==> config.mk <==
export PLATFORM = sky130hd
export DESIGN_NAME = signed_int_to_decimal_ascii
export DESIGN_NICKNAME = d
export VERILOG_FILES = /design/src/rtl/core/sia_pkg.sv /design/src/rtl/core/signed_int_to_decimal_ascii.sv /design/src/rtl/core/sia_digit_unit.sv
export SDC_FILE = /design/constraint.sdc
export NUM_CORES = 1
export LEC_CHECK = 0
export ABC_AREA = 1
export BUFFER_PORTS_ARGS = -buffer_cell sky130_fd_sc_hd__buf_2
export CAP_MARGIN = 30
export CORE_UTILIZATION = 30
export DETAILED_ROUTE_END_ITERATION = 16
export HOLD_SLACK_MARGIN = 0.02
export PLACE_DENSITY_LB_ADDON = 0.2
export SYNTH_ARGS = -nofsm -noshare
export SYNTH_HDL_FRONTEND = slang
export SYNTH_SLANG_ARGS = --single-unit
==> constraint.sdc <==
create_clock -name clk_i -period 4.51 [get_ports clk_i]
set_clock_uncertainty 0.2 [all_clocks]
set_input_delay 0.451 -clock clk_i [delete_from_list [all_inputs] [get_ports clk_i]]
set_output_delay 0.451 -clock clk_i [all_outputs]
set_load 0.01 [all_outputs]
==> src/rtl/core/sia_pkg.sv <==
// Package for the signed integer to decimal ASCII converter.
// Holds the character codes, the power-of-ten table, the sequencer states and the
// control structs; no dependencies.
package sia_pkg;

  // Default width of the input value
  localparam int unsigned VALUE_BITS_DEF = 16;

  // ASCII codes that the converter emits
  localparam logic [6:0] CH_MINUS = 7'h2D;
  localparam logic [6:0] CH_ZERO  = 7'h30;
  localparam logic [6:0] CH_LF    = 7'h0A;
  localparam logic [6:0] CH_CR    = 7'h0D;

  // Largest digit value; a digit counter never passes it
  localparam logic [3:0] DIGIT_MAX = 4'd9;

  // Sequencer states
  typedef enum logic [2:0] {
    ST_IDLE,
    ST_SIGN,
    ST_DIV,
    ST_LF,
    ST_CR
  } sia_state_e;

  // Commands from the sequencer to the digit unit
  typedef struct packed {
    logic load;      // take a new magnitude, start at the top power
    logic step;      // subtract the current power, bump the digit
    logic next_pow;  // move down one power, clear the digit
  } sia_cmd_t;

  // Status from the digit unit back to the sequencer
  typedef struct packed {
    logic       ge;        // remainder still at or above the current power
    logic [3:0] digit;     // digit count gathered at the current power
    logic       last_pos;  // current power is ten to the zero
  } sia_stat_t;

  // Powers of ten that fit in 32 bits
  function automatic logic [31:0] pow10(input logic [3:0] idx);
    logic [31:0] p;
    unique case (idx)
      4'd0:    p = 32'd1;
      4'd1:    p = 32'd10;
      4'd2:    p = 32'd100;
      4'd3:    p = 32'd1000;
      4'd4:    p = 32'd10000;
      4'd5:    p = 32'd100000;
      4'd6:    p = 32'd1000000;
      4'd7:    p = 32'd10000000;
      4'd8:    p = 32'd100000000;
      4'd9:    p = 32'd1000000000;
      default: p = 32'd0;
    endcase
    return p;
  endfunction

  // Digit count of the largest magnitude, two to the (bits-1)
  function automatic int unsigned num_digits(input int unsigned bits);
    logic [63:0] limit;
    int unsigned n;
    limit = 64'd1 << (bits - 1);
    n = 1;
    for (int unsigned i = 1; i < 10; i++) begin
      if ({32'd0, pow10(4'(i))} <= limit) begin
        n = i + 1;
      end
    end
    return n;
  endfunction

endpackage

==> src/rtl/core/signed_int_to_decimal_ascii.sv <==
// Signed integer to decimal ASCII converter, top level.
// Sequencer and output register around sia_digit_unit; uses sia_pkg.
//
// Each accepted value gives one run of characters: '-' when negative, the decimal
// digits most significant first with no leading zeros (zero prints "0"), then line
// feed and carriage return, with last_o high on the carriage return. The most
// negative value prints in full. The block takes one value at a time and is busy
// until the carriage return has entered the output register. Digits come from one
// shared compare-and-subtract unit that takes off a power of ten per cycle, over five
// digit positions at 16 bits. The output register lets the next beat be loaded as the
// held one leaves.
module signed_int_to_decimal_ascii import sia_pkg::*; #(
  parameter int unsigned VALUE_BITS = VALUE_BITS_DEF
) (
  input  logic                         clk_i,
  input  logic                         rst_ni,
  input  logic                         in_valid_i,
  output logic                         in_ready_o,
  input  logic signed [VALUE_BITS-1:0] value_i,
  output logic                         out_valid_o,
  input  logic                         out_ready_i,
  output logic [6:0]                   character_o,
  output logic                         last_o
);

  localparam int unsigned NumDigits = num_digits(VALUE_BITS);

  sia_state_e            state_q, state_d;
  sia_cmd_t              cmd;
  sia_stat_t             stat;
  logic [VALUE_BITS-1:0] mag_in;
  logic                  neg_q, neg_d;
  logic                  started_q, started_d;
  logic                  in_accept;
  logic                  can_load;
  logic                  show;
  logic                  emit;
  logic [6:0]            emit_char;
  logic                  emit_last;
  logic                  out_valid_q, out_valid_d;
  logic [6:0]            char_q, char_d;
  logic                  last_q, last_d;

  assign in_ready_o = (state_q == ST_IDLE);
  assign in_accept  = in_valid_i && in_ready_o;
  assign can_load   = !out_valid_q || out_ready_i;
  assign show       = (stat.digit != '0) || started_q || stat.last_pos;

  // Form the magnitude; the most negative value maps to its unsigned twin
  assign mag_in = value_i[VALUE_BITS-1] ? (~value_i + VALUE_BITS'(1)) : value_i;

  sia_digit_unit #(
    .VALUE_BITS (VALUE_BITS),
    .NUM_DIGITS (NumDigits)
  ) u_digit (
    .clk_i  (clk_i),
    .rst_ni (rst_ni),
    .cmd_i  (cmd),
    .mag_i  (mag_in),
    .stat_o (stat)
  );

  // Next state
  always_comb begin
    state_d = state_q;
    unique case (state_q)
      ST_IDLE: begin
        if (in_accept) begin
          state_d = value_i[VALUE_BITS-1] ? ST_SIGN : ST_DIV;
        end
      end
      ST_SIGN: begin
        if (can_load) begin
          state_d = ST_DIV;
        end
      end
      ST_DIV: begin
        if (!stat.ge && stat.last_pos && can_load) begin
          state_d = ST_LF;
        end
      end
      ST_LF: begin
        if (can_load) begin
          state_d = ST_CR;
        end
      end
      ST_CR: begin
        if (can_load) begin
          state_d = ST_IDLE;
        end
      end
      default: state_d = ST_IDLE;
    endcase
  end

  // Sequencer outputs: unit commands and the beat to emit
  always_comb begin
    cmd       = '0;
    emit      = 1'b0;
    emit_char = CH_ZERO;
    emit_last = 1'b0;
    neg_d     = neg_q;
    started_d = started_q;
    unique case (state_q)
      ST_IDLE: begin
        if (in_accept) begin
          cmd.load  = 1'b1;
          neg_d     = value_i[VALUE_BITS-1];
          started_d = 1'b0;
        end
      end
      ST_SIGN: begin
        emit      = can_load;
        emit_char = CH_MINUS;
      end
      ST_DIV: begin
        if (stat.ge) begin
          cmd.step = 1'b1;
        end else if (!show) begin
          // drop a leading zero
          cmd.next_pow = 1'b1;
        end else if (can_load) begin
          emit         = 1'b1;
          emit_char    = CH_ZERO + {3'd0, stat.digit};
          started_d    = 1'b1;
          cmd.next_pow = !stat.last_pos;
        end
      end
      ST_LF: begin
        emit      = can_load;
        emit_char = CH_LF;
      end
      ST_CR: begin
        emit      = can_load;
        emit_char = CH_CR;
        emit_last = 1'b1;
      end
      default: begin
        cmd = '0;
      end
    endcase
  end

  // Hold the output beat until taken; load a new one as the old leaves
  always_comb begin
    out_valid_d = out_valid_q;
    char_d      = char_q;
    last_d      = last_q;
    if (emit) begin
      out_valid_d = 1'b1;
      char_d      = emit_char;
      last_d      = emit_last;
    end else if (out_ready_i) begin
      out_valid_d = 1'b0;
    end
  end

  always_ff @(posedge clk_i or negedge rst_ni) begin
    if (!rst_ni) begin
      state_q     <= ST_IDLE;
      neg_q       <= 1'b0;
      started_q   <= 1'b0;
      out_valid_q <= 1'b0;
    end else begin
      state_q     <= state_d;
      neg_q       <= neg_d;
      started_q   <= started_d;
      out_valid_q <= out_valid_d;
    end
  end

  always_ff @(posedge clk_i) begin
    char_q <= char_d;
    last_q <= last_d;
  end

  assign out_valid_o = out_valid_q;
  assign character_o = char_q;
  assign last_o      = last_q;

  // The block goes busy right after taking a value
  a_busy_after_accept: assert property (@(posedge clk_i) disable iff (!rst_ni)
    in_accept |=> !in_ready_o)
    else $error("ready after accepting a value");

  // A beat is never loaded over one that is still held
  a_no_overwrite: assert property (@(posedge clk_i) disable iff (!rst_ni)
    emit |-> can_load)
    else $error("output beat overwritten");

  // The closing beat is always a carriage return
  a_last_is_cr: assert property (@(posedge clk_i) disable iff (!rst_ni)
    out_valid_o && last_o |-> character_o == CH_CR)
    else $error("last beat is not a carriage return");

  // A minus sign is only sent for a negative value
  a_sign_neg: assert property (@(posedge clk_i) disable iff (!rst_ni)
    state_q == ST_SIGN |-> neg_q)
    else $error("sign state on a non-negative value");

endmodule

==> src/rtl/core/sia_digit_unit.sv <==
// Shared compare-and-subtract unit of the decimal converter.
// Holds the running remainder, the power index and the digit count; uses sia_pkg.
module sia_digit_unit import sia_pkg::*; #(
  parameter int unsigned VALUE_BITS = VALUE_BITS_DEF,
  parameter int unsigned NUM_DIGITS = num_digits(VALUE_BITS_DEF)
) (
  input  logic                  clk_i,
  input  logic                  rst_ni,
  input  sia_cmd_t              cmd_i,
  input  logic [VALUE_BITS-1:0] mag_i,
  output sia_stat_t             stat_o
);

  localparam int unsigned IdxW   = $clog2(NUM_DIGITS);
  localparam logic [IdxW-1:0] TopIdx = IdxW'(NUM_DIGITS - 1);

  logic [VALUE_BITS-1:0] mag_q, mag_d;
  logic [IdxW-1:0]       idx_q, idx_d;
  logic [3:0]            digit_q, digit_d;
  logic [VALUE_BITS-1:0] pow_cur;
  logic [31:0]           pow_full;
  logic                  ge;

  // Look up the current power; every used power fits in the value width
  assign pow_full = pow10(4'(idx_q));
  assign pow_cur  = pow_full[VALUE_BITS-1:0];
  assign ge       = (mag_q >= pow_cur);

  // Update remainder, power index and digit
  always_comb begin
    mag_d   = mag_q;
    idx_d   = idx_q;
    digit_d = digit_q;
    priority if (cmd_i.load) begin
      mag_d   = mag_i;
      idx_d   = TopIdx;
      digit_d = '0;
    end else if (cmd_i.step) begin
      mag_d   = mag_q - pow_cur;
      digit_d = digit_q + 4'd1;
    end else if (cmd_i.next_pow) begin
      idx_d   = idx_q - IdxW'(1);
      digit_d = '0;
    end
  end

  always_ff @(posedge clk_i or negedge rst_ni) begin
    if (!rst_ni) begin
      idx_q   <= '0;
      digit_q <= '0;
    end else begin
      idx_q   <= idx_d;
      digit_q <= digit_d;
    end
  end

  always_ff @(posedge clk_i) begin
    mag_q <= mag_d;
  end

  assign stat_o.ge       = ge;
  assign stat_o.digit    = digit_q;
  assign stat_o.last_pos = (idx_q == '0);

  // A step only happens while the remainder covers the power
  a_step_covered: assert property (@(posedge clk_i) disable iff (!rst_ni)
    cmd_i.step && !cmd_i.load |-> ge)
    else $error("digit unit stepped below zero");

  // A digit never grows past nine
  a_digit_range: assert property (@(posedge clk_i) disable iff (!rst_ni)
    digit_q <= DIGIT_MAX)
    else $error("digit count out of range");

  // Moving down a power never happens from the lowest one
  a_no_underflow: assert property (@(posedge clk_i) disable iff (!rst_ni)
    cmd_i.next_pow && !cmd_i.load |-> idx_q != '0)
    else $error("power index underflow");

endmodule

==> impl_metrics.json <==
{
  "period_share": 0.7731,
  "grt_max_degree": 26,
  "setup_tns_ns": 0,
  "clkSinkCount": 35,
  "cp_slowest_cell": "nand2_1",
  "critPathLaunchType": "register",
  "crit_chain": "inv_1 > ha_1 > nand2_1 > inv_1 > ha_1 > fa_1 > inv_1 > nand2_1 > nand2_1 > nand3_1 > nand3_1 > nand2_2 > nand2_1 > nand2_4 > nand2_1",
  "worst_slack_ns": 1.023,
  "layout_common_cells": "nand2_1, inv_1, nor2_1, nand3_1, o21ai_0",
  "grt_pass1_vias": 2469,
  "path_common_cell": "nand2_1",
  "status": "completed",
  "max_stage_delay_ns": 0.55,
  "dp.cells": 569,
  "fillCellCount": 1045,
  "drt_pre_antenna_iters": 4,
  "overflow": 0,
  "clkTransAtPathRegs_ns": 0.08,
  "drv_cap": 0,
  "avgViaCountPerCell": 4.569,
  "die_w_um": 102.3,
  "grt_first_pass_wirelength_um": 11590,
  "worstSetupStartpoint": "u_digit.idx_q[0]",
  "synth_area_per_cell_um2": 7.252,
  "r2r-end": "u_digit.mag_q[11]",
  "wl_per_cell_um": 12.22,
  "crit_path_end": "u_digit.mag_q[11]",
  "ys_ff_latch": 35,
  "finalNonFillerCells": 578,
  "async_flop_share": 0.3429,
  "worst_r2r_path_depth": 15,
  "htreeDepth": 2,
  "antenna_found_initial": 0,
  "final_antenna_net_count": 0,
  "maxSlewViolCount": 0,
  "boundaryPins": 30,
  "drt_iter0_markers": 117,
  "yosysTopAreaCell": "edfxtp_1",
  "clkLatencyLatePin_ns": 0.30,
  "multi_input_area_um2": 1774,
  "worst_pin_slew_ns": 0.8645,
  "criticalPathCategory": "register to register",
  "finalSetupViolations": 0,
  "start_util": 0.3086,
  "cp.arrival_ns": 3.22,
  "fmax_mhz": 286.8,
  "wl_um": 7065,
  "crit-reg2reg-launch": "u_digit.idx_q[0]",
  "r2r_slack_ns": 1.02,
  "worstPathRequired_ns": 4.24,
  "final.min_clock_period_ns": 3.487,
  "drcViolationCount": 0,
  "grt_usage": 0.1457,
  "yosysWarnings": 0,
  "register_area_um2": 991.0,
  "gp_congestion": 0.8212,
  "synth-edff-count": 23,
  "antenna_cells": 0,
  "dp_hpwl_um": 5604,
  "cts_buffers": 5,
  "synth_cell_type_count": 39,
  "hold_viol": 0,
  "vias": 2641,
  "synth_area_leaders": "edfxtp_1, nand2_1, dfrtp_1, ha_1, inv_1",
  "post_cts_buffers": 0,
  "dp_worst_setup_slack_ns": 1.012,
  "syn_inst": 416,
  "rsz0062_at_grt": "false",
  "row_count": 36,
  "crit_fanout": 16,
  "fp.dieH_um": 102.3,
  "ys_seq_area_frac": 0.3285,
  "syn2layout_area_growth_pct": 12.44,
  "crit_path_end_kind": "register",
  "die-area_um2": 10460,
  "layout.nets": 489,
  "cts-root-buf": "clkbuf_8",
  "ys.flop_type": "edfxtp_1",
  "synth.cell_area_um2": 3017,
  "drive_above_1_share": 0.1326,
  "clockBufferDepth": 2,
  "synth_nets": 461,
  "final_common_cell": "nand2_1",
  "synth_top_area_frac": 0.2290,
  "core_area_um2": 9774,
  "worst_slew_margin_rel": 0.4176,
  "cts_tree": "done",
  "min_path_type": "primary input to register",
  "io_buffers": 28
}
-- synthesized netlist by cell type (2+ instances only) --
cell      number
o21ai_0       30
inv_2          4
nand3_1       33
nor3_2         2
nand2_1      113
nand2_2        4
a21oi_1       23
inv_1         47
buf_4          2
nand3b_1       6
xor2_1         5
edfxtp_1      23
buf_6          2
nand4_1       10
ha_1          24
dfrtp_1       12
or2_2          3
xnor2_1        2
clkbuf_1       3
nor2_1        33
o21ai_1       10
nor3_1         8
-- metal layers --
layer / up-vias / wire length [um] / global-route usage
met5: - / 0 / 0
met3: 9 / 236 / 0.02120
met2: 44 / 3310 / 0.2463
li1: 1441 / - / -
met4: 0 / 107 / 0.05165
met1: 1147 / 3410 / 0.1890
-- timing repair --
action / in CTS / in global routing
hold buffers: 1 / 0
resized for setup: 0 / 0
endpoints found under the setup margin: 0 / 0
endpoints found under the hold margin: 12 / 0
-- stage by stage --
stage	utilization	cell area (um^2)	hold slack [ns]
after floorplan	-	3017	-0.04459
final	0.3470	3392	0.2761
after detailed placement	0.3345	3269	0.1609
after CTS	0.3470	3392	0.2691
after global placement	0.3345	3269	0.1637
after global routing	0.3470	3392	0.3147
-- kinds of logic after synthesis --
| logic type | after synthesis | synth area share |
|---|---|---|
| xor gates and xnor gates | 7 | 0.02032 |
| buffers and inverters | 60 | 0.08336 |
| adders and majority gates | 25 | 0.1062 |
| DFF | 35 | 0.3285 |
| and+or+nand+nor | 218 | 0.3351 |
| AOI/OAI and AO/OA | 70 | 0.1253 |
| other | 1 | 0.001243 |
-- how the worst min path moves through the flow --
stage                     depth (start not counted)               end  slack [ns]       start
after floorplan                                   0       out_valid_o       -0.04      rst_ni
after global placement                            1  u_digit.idx_q[0]        0.16      rst_ni
after detailed placement                          1  u_digit.idx_q[0]        0.16      rst_ni
after CTS                                         3  u_digit.mag_q[0]        0.27  value_i[0]
after global routing                              3  u_digit.mag_q[0]        0.31  value_i[0]
final                                             3  u_digit.mag_q[0]        0.28  value_i[0]
-- state kept, by name, summed over array words and instances (netlist names) --
signal / count
out_valid_o: 1
u_digit.digit_q: 4
character_o: 6
last_o: 1
state_q: 3
u_digit.mag_q: 16
started_q: 1
u_digit.idx_q: 3
-- area by class of cell --
| type | instances | share of cell area |
|---|---|---|
| Multi-Input combinational cell | 321 | 0.5231 |
| Sequential cell | 35 | 0.2921 |
| Inverter | 52 | 0.05828 |
| Tap cell | 133 | 0.04906 |
| Timing Repair Buffer | 29 | 0.04426 |
| Clock buffer | 5 | 0.02029 |
| Clock inverter | 3 | 0.01291 |
-- critical path, delay by kind of cell, from the launching register on --
kind                       cells  cell delay, ns
DFF                            1            0.49
adders and majority gates      3            0.82
and+or+nand+nor                9            1.29
buffers and inverters          3            0.30
Power is left out: the tool's default activity adds up to more than one toggle a clock period on the data nets, which glitch-free logic cannot reach.
